<file path="src/hw/rtl/smbt_pkg.sv">
// Shared types and constants for the SPI master byte transfer block.
// No dependencies; imported by every other file of the block.
package smbt_pkg;

  // Request codes carried in req_type
  localparam logic [2:0] REQ_WRITE_DATA   = 3'd0;
  localparam logic [2:0] REQ_READ_DATA    = 3'd1;
  localparam logic [2:0] REQ_READ_STATUS  = 3'd2;
  localparam logic [2:0] REQ_WRITE_STATUS = 3'd3;
  localparam logic [2:0] REQ_TICK         = 3'd4;

  // Status byte layout (read status, write-one-to-clear)
  localparam int STATUS_DONE_BIT = 7;
  localparam int STATUS_COLL_BIT = 6;

  // Configuration register indexes
  localparam int          CFG_IDX_W          = 3;
  localparam int          CFG_DATA_W         = 2;
  localparam logic [2:0]  CFG_SPI_ENABLE     = 3'd0;
  localparam logic [2:0]  CFG_LSB_FIRST      = 3'd1;
  localparam logic [2:0]  CFG_CLOCK_POLARITY = 3'd2;
  localparam logic [2:0]  CFG_CLOCK_PHASE    = 3'd3;
  localparam logic [2:0]  CFG_RATE_SELECT    = 3'd4;

  // Prescaler counter width (largest half period is 64 ticks)
  localparam int PRESCALE_W = 7;

  typedef struct packed {
    logic [2:0] req_type;
    logic [7:0] write_data;
    logic       serial_data_in;
  } in_item_t;

  typedef struct packed {
    logic [7:0] read_data;
    logic       serial_clock;
    logic       serial_data_out;
    logic       done_flag;
    logic       collision_flag;
    logic       busy_out;
  } out_item_t;

  // Configuration write bundle passed from the top level to the engine
  typedef struct packed {
    logic                  en;
    logic [CFG_IDX_W-1:0]  index;
    logic [CFG_DATA_W-1:0] data;
  } cfg_wr_t;

  // Half period of the serial clock in ticks, per rate select code
  function automatic logic [PRESCALE_W:0] half_period(input logic [1:0] sel);
    logic [PRESCALE_W:0] hp;
    case (sel)
      2'd0:    hp = 8'd2;
      2'd1:    hp = 8'd8;
      2'd2:    hp = 8'd32;
      default: hp = 8'd64;
    endcase
    return hp;
  endfunction

endpackage

</file>
<file path="src/hw/rtl/smbt_engine.sv">
// Serial engine: configuration registers, shift register, prescaler and flags.
// Handles one accepted item per cycle and produces its result. Uses smbt_pkg.
module smbt_engine #(
  parameter int DATA_BITS = 8
) (
  input  logic                clk,
  input  logic                rst_n,
  input  logic                item_acc,
  input  smbt_pkg::in_item_t  item,
  input  smbt_pkg::cfg_wr_t   cfg_wr,
  output smbt_pkg::out_item_t res
);
  import smbt_pkg::*;

  localparam int BL_W = $clog2(DATA_BITS + 1);

  // Configuration registers
  logic             spi_enable_r, lsb_first_r, cpol_r, cpha_r;
  logic [1:0]       rate_select_r;
  logic             spi_enable_nxt, lsb_first_nxt, cpol_nxt, cpha_nxt;
  logic [1:0]       rate_select_nxt;

  // Transfer state
  logic [DATA_BITS-1:0]  shift_r, shift_nxt;
  logic [DATA_BITS-1:0]  rx_r, rx_nxt;
  logic [BL_W-1:0]       bits_left_r, bits_left_nxt;
  logic [PRESCALE_W-1:0] prescale_r, prescale_nxt;
  logic clock_level_r, clock_level_nxt;
  logic done_r, done_nxt;
  logic coll_r, coll_nxt;
  logic running_r, running_nxt;
  logic mosi_r, mosi_nxt;
  logic sample_r, sample_nxt;

  logic [DATA_BITS+7:0] load_ext;
  logic [DATA_BITS+7:0] rx_ext;
  logic [PRESCALE_W:0]  prescale_inc;
  logic [7:0]           rd;

  function automatic logic out_bit(input logic [DATA_BITS-1:0] s, input logic lsb);
    return lsb ? s[0] : s[DATA_BITS-1];
  endfunction

  function automatic logic [DATA_BITS-1:0] shift_in(input logic [DATA_BITS-1:0] s,
                                                    input logic lsb, input logic b);
    return lsb ? {b, s[DATA_BITS-1:1]} : {s[DATA_BITS-2:0], b};
  endfunction

  assign load_ext     = {{DATA_BITS{1'b0}}, item.write_data};
  assign rx_ext       = {8'h00, rx_r};
  assign prescale_inc = {1'b0, prescale_r} + 1'b1;

  // Next-state and result for the accepted item, then config writes
  always_comb begin
    spi_enable_nxt  = spi_enable_r;
    lsb_first_nxt   = lsb_first_r;
    cpol_nxt        = cpol_r;
    cpha_nxt        = cpha_r;
    rate_select_nxt = rate_select_r;
    shift_nxt       = shift_r;
    rx_nxt          = rx_r;
    bits_left_nxt   = bits_left_r;
    prescale_nxt    = prescale_r;
    clock_level_nxt = clock_level_r;
    done_nxt        = done_r;
    coll_nxt        = coll_r;
    running_nxt     = running_r;
    mosi_nxt        = mosi_r;
    sample_nxt      = sample_r;
    rd              = 8'h00;

    if (item_acc) begin
      case (item.req_type)
        REQ_WRITE_DATA: begin
          if (running_r) begin
            coll_nxt = 1'b1;
          end else if (spi_enable_r) begin
            shift_nxt       = load_ext[DATA_BITS-1:0];
            running_nxt     = 1'b1;
            bits_left_nxt   = BL_W'(DATA_BITS);
            prescale_nxt    = '0;
            clock_level_nxt = 1'b0;
            if (!cpha_r) mosi_nxt = out_bit(load_ext[DATA_BITS-1:0], lsb_first_r);
          end
        end
        REQ_READ_DATA: begin
          rd = rx_ext[7:0];
        end
        REQ_READ_STATUS: begin
          rd[STATUS_DONE_BIT] = done_r;
          rd[STATUS_COLL_BIT] = coll_r;
        end
        REQ_WRITE_STATUS: begin
          if (item.write_data[STATUS_DONE_BIT]) done_nxt = 1'b0;
          if (item.write_data[STATUS_COLL_BIT]) coll_nxt = 1'b0;
        end
        REQ_TICK: begin
          if (running_r) begin
            if (prescale_inc >= half_period(rate_select_r)) begin
              prescale_nxt = '0;
              if (!clock_level_r) begin
                // leading edge
                clock_level_nxt = 1'b1;
                if (cpha_r) begin
                  mosi_nxt = out_bit(shift_r, lsb_first_r);
                end else begin
                  sample_nxt = item.serial_data_in;
                  if (bits_left_r != '0) bits_left_nxt = bits_left_r - BL_W'(1);
                end
              end else begin
                // trailing edge
                clock_level_nxt = 1'b0;
                if (cpha_r) begin
                  shift_nxt = shift_in(shift_r, lsb_first_r, item.serial_data_in);
                  if (bits_left_r != '0) bits_left_nxt = bits_left_r - BL_W'(1);
                end else begin
                  shift_nxt = shift_in(shift_r, lsb_first_r, sample_r);
                end
                if (bits_left_nxt == '0) begin
                  running_nxt = 1'b0;
                  rx_nxt      = shift_nxt;
                  done_nxt    = 1'b1;
                end else if (!cpha_r) begin
                  mosi_nxt = out_bit(shift_nxt, lsb_first_r);
                end
              end
            end else begin
              prescale_nxt = prescale_inc[PRESCALE_W-1:0];
            end
          end
        end
        default: begin
        end
      endcase
    end

    // Configuration writes; clearing enable aborts a running transfer
    if (cfg_wr.en) begin
      case (cfg_wr.index)
        CFG_SPI_ENABLE: begin
          spi_enable_nxt = cfg_wr.data[0];
          if (!cfg_wr.data[0] && running_nxt) begin
            running_nxt     = 1'b0;
            clock_level_nxt = 1'b0;
            bits_left_nxt   = '0;
            prescale_nxt    = '0;
          end
        end
        CFG_LSB_FIRST:      lsb_first_nxt   = cfg_wr.data[0];
        CFG_CLOCK_POLARITY: cpol_nxt        = cfg_wr.data[0];
        CFG_CLOCK_PHASE:    cpha_nxt        = cfg_wr.data[0];
        CFG_RATE_SELECT:    rate_select_nxt = cfg_wr.data;
        default: begin
        end
      endcase
    end
  end

  // Result taken after the item's state update
  always_comb begin
    res.read_data       = rd;
    res.serial_clock    = clock_level_nxt ^ cpol_nxt;
    res.serial_data_out = mosi_nxt;
    res.done_flag       = done_nxt;
    res.collision_flag  = coll_nxt;
    res.busy_out        = running_nxt;
  end

  // State registers
  always_ff @(posedge clk) begin
    if (!rst_n) begin
      spi_enable_r  <= 1'b0;
      lsb_first_r   <= 1'b0;
      cpol_r        <= 1'b0;
      cpha_r        <= 1'b0;
      rate_select_r <= 2'd0;
      shift_r       <= '0;
      rx_r          <= '0;
      bits_left_r   <= '0;
      prescale_r    <= '0;
      clock_level_r <= 1'b0;
      done_r        <= 1'b0;
      coll_r        <= 1'b0;
      running_r     <= 1'b0;
      mosi_r        <= 1'b0;
      sample_r      <= 1'b0;
    end else begin
      spi_enable_r  <= spi_enable_nxt;
      lsb_first_r   <= lsb_first_nxt;
      cpol_r        <= cpol_nxt;
      cpha_r        <= cpha_nxt;
      rate_select_r <= rate_select_nxt;
      shift_r       <= shift_nxt;
      rx_r          <= rx_nxt;
      bits_left_r   <= bits_left_nxt;
      prescale_r    <= prescale_nxt;
      clock_level_r <= clock_level_nxt;
      done_r        <= done_nxt;
      coll_r        <= coll_nxt;
      running_r     <= running_nxt;
      mosi_r        <= mosi_nxt;
      sample_r      <= sample_nxt;
    end
  end

`ifndef NO_ASSERTIONS
  // Idle engine holds no pending bits and leaves the clock in its idle half
  a_idle_bits: assert property (@(posedge clk) disable iff (!rst_n)
    !running_r |-> (bits_left_r == '0))
    else $error("bits left while no transfer runs");
  a_idle_clock: assert property (@(posedge clk) disable iff (!rst_n)
    !running_r |-> !clock_level_r)
    else $error("serial clock active while no transfer runs");
  a_done_source: assert property (@(posedge clk) disable iff (!rst_n)
    $rose(done_r) |-> $past(running_r))
    else $error("done flag set without a running transfer");
  a_bits_range: assert property (@(posedge clk) disable iff (!rst_n)
    bits_left_r <= BL_W'(DATA_BITS))
    else $error("bit counter out of range");
`endif

endmodule

</file>
<file path="src/hw/rtl/smbt_out_buf.sv">
// Two-entry output buffer (output register plus skid register) for results.
// Lets the engine take a new item while a result waits. Uses smbt_pkg.
module smbt_out_buf (
  input  logic                clk,
  input  logic                rst_n,
  input  logic                push,
  input  smbt_pkg::out_item_t push_item,
  output logic                full,
  output logic                out_valid,
  input  logic                out_stall,
  output smbt_pkg::out_item_t out_item
);
  import smbt_pkg::*;

  out_item_t main_r, skid_r;
  logic      main_vld_r, skid_vld_r;
  logic      pop;

  assign pop       = main_vld_r && !out_stall;
  assign full      = skid_vld_r;
  assign out_valid = main_vld_r;
  assign out_item  = main_r;

  // Valid bits
  always_ff @(posedge clk) begin
    if (!rst_n) begin
      main_vld_r <= 1'b0;
      skid_vld_r <= 1'b0;
    end else if (pop) begin
      main_vld_r <= skid_vld_r || push;
      skid_vld_r <= skid_vld_r && push;
    end else if (push) begin
      main_vld_r <= 1'b1;
      skid_vld_r <= main_vld_r;
    end
  end

  // Payload
  always_ff @(posedge clk) begin
    if (pop) begin
      if (skid_vld_r) begin
        main_r <= skid_r;
        if (push) skid_r <= push_item;
      end else if (push) begin
        main_r <= push_item;
      end
    end else if (push) begin
      if (main_vld_r) skid_r <= push_item;
      else main_r <= push_item;
    end
  end

`ifndef NO_ASSERTIONS
  a_skid_order: assert property (@(posedge clk) disable iff (!rst_n)
    skid_vld_r |-> main_vld_r)
    else $error("skid entry held with empty output register");
  a_no_overflow: assert property (@(posedge clk) disable iff (!rst_n)
    full |-> !push)
    else $error("result pushed into a full buffer");
  a_skid_fill: assert property (@(posedge clk) disable iff (!rst_n)
    (main_vld_r && out_stall && !skid_vld_r && push) |=> skid_vld_r)
    else $error("stalled result lost its follower");
  a_skid_drain: assert property (@(posedge clk) disable iff (!rst_n)
    (main_vld_r && !out_stall && skid_vld_r && !push) |=> (main_vld_r && !skid_vld_r))
    else $error("skid entry not moved to output register");
`endif

endmodule

</file>
<file path="src/hw/rtl/spi_master_byte_transfer.sv">
// SPI master, modes 0 to 3, one word per transfer: top level.
// Instantiates smbt_engine and smbt_out_buf; uses smbt_pkg.
//
// Usage: every request (data/status read or write, or clock tick) is one item
// on the in_ channel and yields exactly one result item on the out_ channel.
// The block takes one item per clock cycle while in_stall is low; the engine
// updates its state in the cycle an item is accepted and the result enters
// the output register, or the skid register while an earlier result waits,
// so the block keeps accepting; in_stall rises only when both entries are held.
// The serial clock period is 4, 16, 64 or 128 tick items per rate_select.
// Configuration writes (cfg_wr_en, cfg_index, cfg_data) take effect at once
// and should be issued while no results are outstanding.
module spi_master_byte_transfer #(
  parameter int DATA_BITS = 8
) (
  input  logic                                 clk,
  input  logic                                 rst_n,
  input  logic                                 in_valid,
  output logic                                 in_stall,
  input  smbt_pkg::in_item_t                   in_item,
  output logic                                 out_valid,
  input  logic                                 out_stall,
  output smbt_pkg::out_item_t                  out_item,
  input  logic                                 cfg_wr_en,
  input  logic [smbt_pkg::CFG_IDX_W-1:0]       cfg_index,
  input  logic [smbt_pkg::CFG_DATA_W-1:0]      cfg_data
);
  import smbt_pkg::*;

  logic      item_acc;
  logic      buf_full;
  cfg_wr_t   cfg_wr;
  out_item_t res;

  assign in_stall     = buf_full;
  assign item_acc     = in_valid && !buf_full;
  assign cfg_wr.en    = cfg_wr_en;
  assign cfg_wr.index = cfg_index;
  assign cfg_wr.data  = cfg_data;

  smbt_engine #(
    .DATA_BITS(DATA_BITS)
  ) u_engine (
    .clk      (clk),
    .rst_n    (rst_n),
    .item_acc (item_acc),
    .item     (in_item),
    .cfg_wr   (cfg_wr),
    .res      (res)
  );

  smbt_out_buf u_out_buf (
    .clk       (clk),
    .rst_n     (rst_n),
    .push      (item_acc),
    .push_item (res),
    .full      (buf_full),
    .out_valid (out_valid),
    .out_stall (out_stall),
    .out_item  (out_item)
  );

endmodule

</file>
<file path="config.mk">
export PLATFORM = sky130hd
export DESIGN_NAME = spi_master_byte_transfer
export DESIGN_NICKNAME = d
export VERILOG_FILES = /design/src/hw/rtl/smbt_pkg.sv /design/src/hw/rtl/smbt_engine.sv /design/src/hw/rtl/smbt_out_buf.sv /design/src/hw/rtl/spi_master_byte_transfer.sv
export SDC_FILE = /design/constraint.sdc
export NUM_CORES = 1
export LEC_CHECK = 0
export BUFFER_PORTS_ARGS = -buffer_cell sky130_fd_sc_hd__clkbuf_2
export CAP_MARGIN = 20
export CORE_MARGIN = 2
export CORE_UTILIZATION = 40
export CTS_CLUSTER_DIAMETER = 30
export DETAILED_ROUTE_END_ITERATION = 7
export PLACE_DENSITY = 0.57
export SLEW_MARGIN = 20
export SYNTH_ARGS = -nofsm -noshare
export SYNTH_HDL_FRONTEND = slang
export SYNTH_SLANG_ARGS = --single-unit
</file>
<file path="constraint.sdc">
create_clock -name clk -period 4.7 [get_ports clk]
set_input_delay 0.235 -clock clk [delete_from_list [all_inputs] [get_ports clk]]
set_output_delay 0.235 -clock clk [all_outputs]
set_load 0.05 [all_outputs]
</file>
==> results of run 1 <==
layout make-up:
cell class	instances	share of cell area (%)
inverter	8	0.767
clock inverter	4	0.639
multi-input combinational	262	45.3
tap	108	3.45
clock buffer	12	3.96
sequential	67	40.9
timing repair buffer	38	4.99
placed cells by master (no fill, tap or decap), drive strengths merged, types with 4 or more instances in the layout:
cell type  instances
and2              12
nor2b             12
a211oi             9
nand3b             4
nor3              10
nor3b              4
o21ai             16
ha                 6
inv                7
xnor2              4
nor2              37
nand2             35
mux2i             21
a21oi             17
clkbuf            48
nand2b             8
dfxtp             41
mux2              19
nand3              5
edfxtp            26
o2111ai            6
a22oi              4
flip-flops by register name, indices dropped and copies added (netlist names), 2 cells and up:
register / count
u_engine.prescale_r: 7
u_engine.bits_left_r: 4
u_engine.rx_r: 8
u_out_buf.skid_r: 13
u_engine.rate_select_r: 2
u_out_buf.out_item: 13
u_engine.shift_r: 8
cells by family (layout without fill, tap and decap cells):
family	Yosys count	count (layout)	synth area share (%)
simple gates	142	142	21.6
compound gates	68	68	13.4
flops	67	67	46.0
mux	40	40	12.2
buf+inv	24	62	3.06
fa+ha+maj	6	6	2.16
xor+xnor	6	6	1.51
power by group:
group	switching (W)	leakage, nW	total, W	internal [W]
sequential	0.0000109	0.581	0.000629	0.000618
clock	0.000221	0.0884	0.000440	0.000219
combinational	0.0000802	0.727	0.000113	0.0000328
worst paths after layout:
path	start	to	slack, ps	depth (start not counted)
min reg2reg	u_engine.shift_r[2]	u_engine.shift_r[2]	490	2
min	cfg_data[1]	u_engine.rate_select_r[1]	140	3
max reg2reg	u_engine.prescale_r[0]	u_out_buf.out_item[3]	1400	11
max	u_engine.prescale_r[0]	u_out_buf.out_item[3]	1400	11
metrics by stage:
| step | power (W) | setup slack (ps) | hold slack [ps] | util [%] | instance area, um2 |
|---|---|---|---|---|---|
| global route | 0.00123 | 1080 | 163 | 45.6 | 3920 |
| floorplan | 0.000719 | 1770 | 379 | - | 3480 |
| detailed placement | 0.000757 | 1420 | 479 | 43.4 | 3730 |
| global placement | 0.000755 | 1520 | 474 | 43.4 | 3730 |
| finish | 0.00118 | 1400 | 140 | 45.6 | 3920 |
| CTS | 0.00120 | 1390 | 138 | 45.5 | 3910 |
per-layer routing:
metal	routed length [um]	vias up	global-route usage (%)
met4	114	0	6.09
met3	234	8	2.88
met2	3400	45	26.2
met1	3660	1222	21.9
met5	0	-	0
li1	-	1350	-
critical path, cell delays in order (launching register included):
cell and delay, ps:
dfxtp_1 390, ha_1 270, and3_2 250, nand3_1 100, xnor2_1 210, ha_1 290
a21oi_1 180, o21ai_2 100, nor3_2 550, nor3_1 130, a311o_1 330, mux2_2 270
==> out/metrics.yaml, run 1 <==
antenna_left: 0
cp_max_fo: 8
vias: 2625
cts.sinks: 67
syn-num-nets: 381
yosys-top-cells-area: "dfxtp_1 24%, edfxtp_1 22%, mux2_2 6.2%"
floorplan.initialDensity_pct: 40.5
rows: 34
synth_area_per_cell_um2: 9.85
synth_edf_count: 26
fill_cells: 843
fin_crit_ps: 3300
cts_setup_buffers: 0
dp_hpwl_mm: 5.44
status: "complete, no violations"
clock_latency_ps: 340
final_nets: 414
fin_cells: 499
die_h_um: 97.3
synth_area_um2: 3480
root_buffer: "clkbuf_8"
synth.yosys.seq_area_share_pct: 46.0
gp_congestion: 0.787
cp-start-kind: "register"
ctsHoldBuffers: 0
antennaDiodeCount: 0
slew_viol_final: 0
multi_input_area_um2: 1770
min_path_type: "in2reg"
dp.cells: 483
drt-total-wl_mm: 7.40
worst_pin_slew_ps: 791
async_reset_ff_share_pct: 0
avgViaCountPerCell: 5.26
synth-main-ff-cell: "dfxtp_1"
fmax_mhz: 303
relSlewSlack_pct: 46.7
grt_pass1_vias: 2489
skew_ps: 9.12
period_share_pct: 70.2
finalHoldViolCount: 0
drtIter0Drc: 121
track_usage_pct: 16.2
cts_buffers: 9
grt_overflow: 0
ys_ff_latch: 67
synth_largest_area_cell: "dfxtp_1"
synth_cell_types: 57
synthMostInstantiatedCell: "dfxtp_1"
worstPathRequired_ps: 4800
yosysTopAreaCellShare_pct: 23.6
drive_gt1_share_pct: 21.7
rsz0062_at_grt: "no"
io_pins: 37
first_pass_iters: 4
syn-instance-count: 353
portBuffers: 36
p_leak_nw: 1.40
h-tree-depth: 3
grt_antenna_before_repair: 0
setup_tns_ps: 0
die_area_um2: 9460
register_area_um2: 1600
drv_cap: 0
setup_viol_count_final: 0
cp-end-kind: "register"
cts_resized: 0
ys_top_cells_by_count: "41 x dfxtp_1, 36 x nor2_1, 35 x nand2_1"
ys.warnings.count: 0
irDropWorstVdd_uv: 136
crit_arrival_ps: 3390
clkTransAtPathRegs_ps: 70
clock_path_buffers: 2
core_um2: 8590
critical_path_class: "reg2reg"
wl_per_cell_um: 14.8
cts_tree: "yes"
drc: 0
grt_pass1_wl_mm: 12.4
fp.dieW_um: 97.3
syn_to_final_growth_pct: 12.6
grt_max_degree: 20
p_per_area_nw_per_um2: 302
(Power assumes the default switching activity.)
==> run 2, diff against run 1 <==
Settings changed: ABC_AREA from default to 1.
Clock period 4.7 ns to 3.1 ns, I/O delays scaled along.
==> run 2 against run 1 <==
Utilization is 0.50 points higher. Sequential cell count is the same. Clock power grew 55%. Sequential power grew 51%. First-iteration DRC count rose by 21%. Worst hold slack worse by 57 ps. Clock skew is 1.1 ps higher. Design area up 7.7%. Register-to-register slack lost 1100 ps. Critical path depth is 4 higher.
==> out/metrics.yaml, run 2 <==
status: "complete, no violations"  # unchanged
synth-xor-area-share_pct: 1.17  # was 1.51%
grt_max_degree: 21  # was 20
whs_endpoint: "u_engine.sample_r"  # was u_engine.rate_select_r[1]
synth_largest_area_cell: "dfxtp_1"  # unchanged
h-tree-depth: 3  # unchanged
die_h_um: 101  # was 97.3 um
p_leak_nw: 1.83  # was 1.40 nW
worst_pin_slew_ps: 720  # was 791 ps
critical_path_class: "reg2reg"  # unchanged
synth_compound_area_share_pct: 15.7  # was 13.4%
cp-start-kind: "register"  # unchanged
grt_pass1_wl_mm: 14.9  # was 12.4 mm
drv_cap: 0  # unchanged
drtIter0Drc: 146  # was 121
period_share_pct: 89.6  # was 70.2%
cts_tree: "yes"  # unchanged
skew_ps: 10.2  # was 9.12 ps
antenna_left: 0  # unchanged
grt_pass1_vias: 2962  # was 2489
setup_viol_count_final: 0  # unchanged
crit_arrival_ps: 3000  # was 3390 ps
yosys-top-cells-area: "dfxtp_1 22%, edfxtp_1 21%, nand2_1 14%"  # was dfxtp_1 24%, edfxtp_1 22%, mux2_2 6.2%
drt-total-wl_mm: 8.75  # was 7.40 mm
vias: 3184  # was 2625
holdPathStages: 3  # unchanged
fmax_mhz: 360  # was 303 MHz
relSlewSlack_pct: 52.0  # was 46.7%
clkTransAtPathRegs_ps: 80  # was 70 ps
irDropWorstVdd_uv: 194  # was 136 uV
antennaDiodeCount: 0  # unchanged
fin_crit_ps: 2780  # was 3300 ps
final_nets: 568  # was 414
power_w: 0.00183  # was 0.00118 W
worstReg2RegEnd: "u_engine.prescale_r[6]"  # was u_out_buf.out_item[3]
yosys.area_share.adder_pct: 2.00  # was 2.16%
syn-num-nets: 529  # was 381
ys_ff_latch: 67  # unchanged
synth_edf_count: 26  # unchanged
cts.sinks: 67  # unchanged
drc: 0  # unchanged
cp-end-kind: "register"  # unchanged
gp_congestion: 0.873  # was 0.787
synth.yosys.seq_area_share_pct: 42.7  # was 46.0%
grt_antenna_before_repair: 0  # unchanged
r2r_slack_ps: 320  # was 1400 ps
async_reset_ff_share_pct: 0  # unchanged
die_area_um2: 10200  # was 9460 um2
clock_path_buffers: 2  # unchanged
track_usage_pct: 18.6  # was 16.2%
fp.dieW_um: 101  # was 97.3 um
grt_overflow: 0  # unchanged
synth_area_per_cell_um2: 7.49  # was 9.85 um2
drive_gt1_share_pct: 19.1  # was 21.7%
syn-instance-count: 501  # was 353
slew_viol_final: 0  # unchanged
cp_max_fo: 11  # was 8
ff2ff_path_depth: 15  # was 11
ys_top_cells_by_count: "137 x nand2_1, 71 x inv_1, 47 x nor2_1"  # was 41 x dfxtp_1, 36 x nor2_1, 35 x nand2_1
layout_common_cells: "137 x nand2_1, 71 x inv_1, 47 x nor2_1"  # was 41 x dfxtp_1, 36 x clkbuf_2, 35 x nand2_1, 35 x nor2_1, 26 x edfxtp_1
r2r_start: "u_engine.prescale_r[1]"  # was u_engine.prescale_r[0]
p_per_area_nw_per_um2: 435  # was 302 nW/um2
rows: 35  # was 34
dp_hpwl_mm: 6.57  # was 5.44 mm
final_common_cell: "nand2_1"  # was dfxtp_1
cts_buffers: 9  # unchanged
ctsHoldBuffers: 0  # unchanged
synth_cell_types: 43  # was 57
ys.warnings.count: 0  # unchanged
wl_per_cell_um: 13.3  # was 14.8 um
worstPathRequired_ps: 3320  # was 4800 ps
root_buffer: "clkbuf_8"  # unchanged
rsz0062_at_grt: "no"  # unchanged
cts_setup_buffers: 0  # unchanged
synth_area_um2: 3750  # was 3480 um2
portBuffers: 36  # unchanged
floorplan.initialDensity_pct: 41.0  # was 40.5%
avgViaCountPerCell: 4.85  # was 5.26
cts_resized: 0  # unchanged
synth-main-ff-cell: "dfxtp_1"  # unchanged
setup_tns_ps: 0  # unchanged
syn_to_final_growth_pct: 12.3  # was 12.6%
synth_top_family_by_area: "simple AND/OR/NAND/NOR gates"  # unchanged
core_um2: 9150  # was 8590 um2
io_pins: 37  # unchanged
clock_latency_ps: 350  # was 340 ps
first_pass_iters: 4  # unchanged
min_path_type: "in2reg"  # unchanged
synth-simple-area-share_pct: 28.5  # was 21.6%
synthMostInstantiatedCell: "nand2_1"  # was dfxtp_1
hold_start: "in_item[0]"  # was cfg_data[1]
synth_mux_area_share_pct: 0.267  # was 12.2%
yosysTopAreaCellShare_pct: 21.9  # was 23.6%
finalHoldViolCount: 0  # unchanged
==> run 2: cell types whose count changed in the layout (fill, tap and decap cells not counted), sizes merged, moves of 19 or more <==
| cell | before | now |
|---|---|---|
| a21oi | 17 | 37 |
| inv | 7 | 80 |
| mux2 | 19 | 0 |
| mux2i | 21 | 1 |
| nand2 | 35 | 150 |
| nand3 | 5 | 27 |
==> run 2: cells by family after synthesis <==
| family | Yosys count |
|---|---|
| compound gates | 91 |
| xor+xnor | 5 |
| fa+ha+maj | 6 |
| buf+inv | 90 |
| flops | 67 |
| mux | 1 |
| simple gates | 241 |
==> run 2: layer usage <==
metal / vias up / share of wire [%] / GRT usage, %
met2: 75 / 46 / 28.4
met5: - / 0 / 0
met1: 1407 / 49 / 26.4
li1: 1694 / - / -
met4: 0 / 0.82 / 5.27
met3: 8 / 4.7 / 4.44
==> run 2: worst max path at each step <==
stage / slack [ps] / cells after the start / endpoint / start
2_1_floorplan: 630 / 16 / u_out_buf.skid_r[4] / u_engine.prescale_r[0]
3_3_place_gp: 410 / 15 / u_engine.prescale_r[1] / u_engine.prescale_r[0]
3_5_place_dp: 310 / 15 / u_engine.prescale_r[6] / u_engine.prescale_r[1]
4_1_cts: 300 / 15 / u_engine.prescale_r[6] / u_engine.prescale_r[1]
5_1_grt: 70 / 15 / u_engine.prescale_r[6] / u_engine.prescale_r[1]
6_report: 320 / 15 / u_engine.prescale_r[6] / u_engine.prescale_r[1]
==> run 2: power breakdown <==
part | leakage (nW) | switching, W | internal (W)
logic | 1.16 | 0.000150 | 0.0000528
registers | 0.584 | 0.0000112 | 0.000935
clock network | 0.0815 | 0.000367 | 0.000317
==> run 2: layout make-up <==
type                            instances  area, um2
Sequential cell                        67       1600
Multi-Input combinational cell        344       1790
Tap cell                              111        139
Inverter                               78        293
Clock buffer                           10        138
Fill cell                             931       4940
Timing Repair Buffer                   40        210
Clock inverter                          6       47.5
==> run 2: worst max-delay path, stage by stage (launching register included) <==
cell and delay, ps:
dfxtp_1 390, ha_1 240, nand4_1 160, nor2_1 160, xor2_1 210, ha_1 270, nand2_2 90, inv_2 50
a21oi_4 150, nand3_4 130, nand2_4 120, nand2_2 50, nand2_2 70, nand3_2 80, nand2_1 380, nor2_1 90
==> run 2: metrics by stage <==
step | util, % | hold WS, ps | worst slack [ps] | area [um2] | std cells
floorplan | - | 282 | 629 | 3750 | 501
global placement | 44.0 | 437 | 406 | 4030 | 640
detailed placement | 44.0 | 443 | 307 | 4030 | 640
CTS | 46.1 | 75.2 | 295 | 4220 | 656
global route | 46.1 | 75.5 | 71.7 | 4220 | 656
finish | 46.1 | 82.7 | 322 | 4220 | 656
==> run 3, diff against run 2 <==
Settings changed: ABC_AREA 1 to 0.
==> run 3 against run 2 <==
Clock-buffer cell count fell by 1. Clock skew is 1.6 ps higher. Sequential power grew 0.5%. Fmax shrank 4.1%. Worst setup slack worse by 120 ps. Critical endpoint is now u_out_buf.out_item[3]. Sequential share of layout area grew 0.81 points.
==> out/metrics.yaml, run 3 (synthesized netlist as in run 1, its figures left out) <==
status: "complete, no violations"  # unchanged
grt_pass1_wl_mm: 12.9  # was 14.9 mm
fill_cells: 844  # was 931
crit_top_cell: "ha_1"  # was nand2_2
portBuffers: 36  # unchanged
grt_pass1_vias: 2594  # was 2962
drtIter0Drc: 154  # was 146
floorplan.initialDensity_pct: 40.5  # was 41.0%
gp_congestion: 0.835  # was 0.873
drt-total-wl_mm: 7.55  # was 8.75 mm
cts_tree: "yes"  # unchanged
rsz0062_at_grt: "no"  # unchanged
io_pins: 37  # unchanged
worstPathRequired_ps: 3190  # was 3320 ps
layout_common_cells: "41 x dfxtp_1, 36 x nor2_1, 36 x clkbuf_2"  # was 137 x nand2_1, 71 x inv_1, 47 x nor2_1
finalHoldViolCount: 0  # unchanged
critical_path_class: "reg2reg"  # unchanged
final_common_cell: "dfxtp_1"  # was nand2_1
crit_chain: "ha_1 -> and3_2 -> nand3_1 -> xnor2_2 -> ha_1 -> a21oi_1 -> o21ai_2 -> nor3_4 -> nor3_1 -> a311o_1 -> mux2_2"  # was ha_1 -> nand4_1 -> nor2_1 -> xor2_1 -> ha_1 -> nand2_2 -> inv_2 -> a21oi_4 -> nand3_4 -> nand2_4 -> nand2_2 -> nand2_2 -> nand3_2 -> nand2_1 -> nor2_1
syn_to_final_growth_pct: 18.7  # was 12.3%
p_leak_nw: 1.51  # was 1.83 nW
slew_viol_final: 0  # unchanged
period_share_pct: 93.4  # was 89.6%
h-tree-depth: 3  # unchanged
fin_crit_ps: 2900  # was 2780 ps
setup_ws_ps: 203  # was 322 ps
register_area_um2: 1600  # unchanged
relSlewSlack_pct: 40.1  # was 52.0%
ctsHoldBuffers: 0  # unchanged
cts_resized: 0  # unchanged
critical_path.slowest_cell: "dfxtp_1"  # unchanged
fp.dieW_um: 97.3  # was 101 um
multi_input_area_um2: 1820  # was 1790 um2
clkTransAtPathRegs_ps: 80  # about the same
track_usage_pct: 16.9  # was 18.6%
cts_setup_buffers: 0  # unchanged
r2r_slack_ps: 200  # was 320 ps
core_um2: 8590  # was 9150 um2
post-place-ws_ps: 86.5  # was 307 ps
max_stage_delay_ps: 350  # was 390 ps
drv_cap: 0  # unchanged
drc: 0  # unchanged
die_h_um: 97.3  # was 101 um
antenna_left: 0  # unchanged
clock_path_buffers: 2  # unchanged
die_area_um2: 9460  # was 10200 um2
cp-end-kind: "register"  # unchanged
p_per_area_nw_per_um2: 473  # was 435 nW/um2
root_buffer: "clkbuf_8"  # unchanged
irDropWorstVdd_uv: 168  # was 194 uV
cp_max_fo: 8  # was 11
grt_overflow: 0  # unchanged
final_nets: 429  # was 568
grt_antenna_before_repair: 0  # unchanged
skew_ps: 11.8  # was 10.2 ps
setup_viol_count_final: 0  # unchanged
vias: 2705  # was 3184
fmax_mhz: 345  # was 360 MHz
crit_arrival_ps: 2990  # was 3000 ps
cp-start-kind: "register"  # unchanged
first_pass_iters: 4  # unchanged
cts.sinks: 67  # unchanged
antennaDiodeCount: 0  # unchanged
grt_max_degree: 20  # was 21
wl_per_cell_um: 14.7  # was 13.3 um
setup_tns_ps: 0  # unchanged
drive_gt1_share_pct: 25.4  # was 19.1%
avgViaCountPerCell: 5.26  # was 4.85
clock_latency_ps: 350  # about the same
cts_buffers: 9  # unchanged
min_path_type: "in2reg"  # unchanged
dp_hpwl_mm: 5.55  # was 6.57 mm
worst_pin_slew_ps: 889  # was 720 ps
rows: 34  # was 35
-- run 3: changes by cell type in the layout (fill, tap and decap cells not counted), moves of 12 or more --
| cell | delta |
|---|---|
| a21oi_1 | -13 |
| buf_4 | +12 |
| inv_1 | -64 |
| mux2_2 | +19 |
| mux2i_1 | +20 |
| nand2_1 | -102 |
| nand3_1 | -18 |
| nor2b_1 | +12 |
| o21ai_0 | -12 |
-- run 3: final cells by class --
type	count	area share (%)
flip-flops and latches	67	38.8
clock buffers	9	3.00
repair buffers	53	7.76
clock inverters	7	2.39
well taps	108	3.27
inverters	8	0.727
multi-input cells	262	44.0
-- run 3: layer usage --
| metal | vias to the layer above | global-route usage (%) | wire, um |
|---|---|---|---|
| met5 | - | 0 | 0 |
| met4 | 0 | 5.88 | 76 |
| met3 | 6 | 4.53 | 221 |
| met2 | 47 | 26.7 | 3530 |
| met1 | 1270 | 22.6 | 3720 |
| li1 | 1382 | - | - |
-- run 3: path summary, 6_finish.rpt --
path	from	endpoint	cells after the start
worst max register to register	u_engine.prescale_r[1]	u_out_buf.out_item[3]	11
worst min register to register	u_engine.shift_r[3]	u_engine.shift_r[3]	2
worst max-delay path	u_engine.prescale_r[1]	u_out_buf.out_item[3]	11
worst min-delay path	cfg_data[1]	u_engine.rate_select_r[1]	3
-- run 3: stage by stage --
stage	hold slack [ps]	total power [W]	area [um2]	cells	utilization, %
3_3_place_gp	396	0.00115	3860	498	44.9
2_1_floorplan	299	0.00109	3480	353	-
5_1_grt	89.8	0.00203	4130	514	48.0
6_report	59.9	0.00195	4130	514	48.0
4_1_cts	46.7	0.00197	4080	514	47.5
3_5_place_dp	397	0.00115	3860	498	44.9
-- run 3: critical path, delay by kind of cell (launching register included) --
kind	cells	cell delay (ps)
AO/OA/AOI/OAI	3	590
XOR/XNOR	1	170
adder cells (fa/ha/maj)	2	500
flip-flops	1	350
multiplexers	1	270
AND/OR/NAND/NOR	4	770
-- run 3: power by group --
part | internal, W | total [W] | leakage (nW) | switching, W
sequential | 0.000937 | 0.000952 | 0.581 | 0.0000155
clock | 0.000458 | 0.000816 | 0.110 | 0.000358
combinational | 0.0000569 | 0.000183 | 0.821 | 0.000126
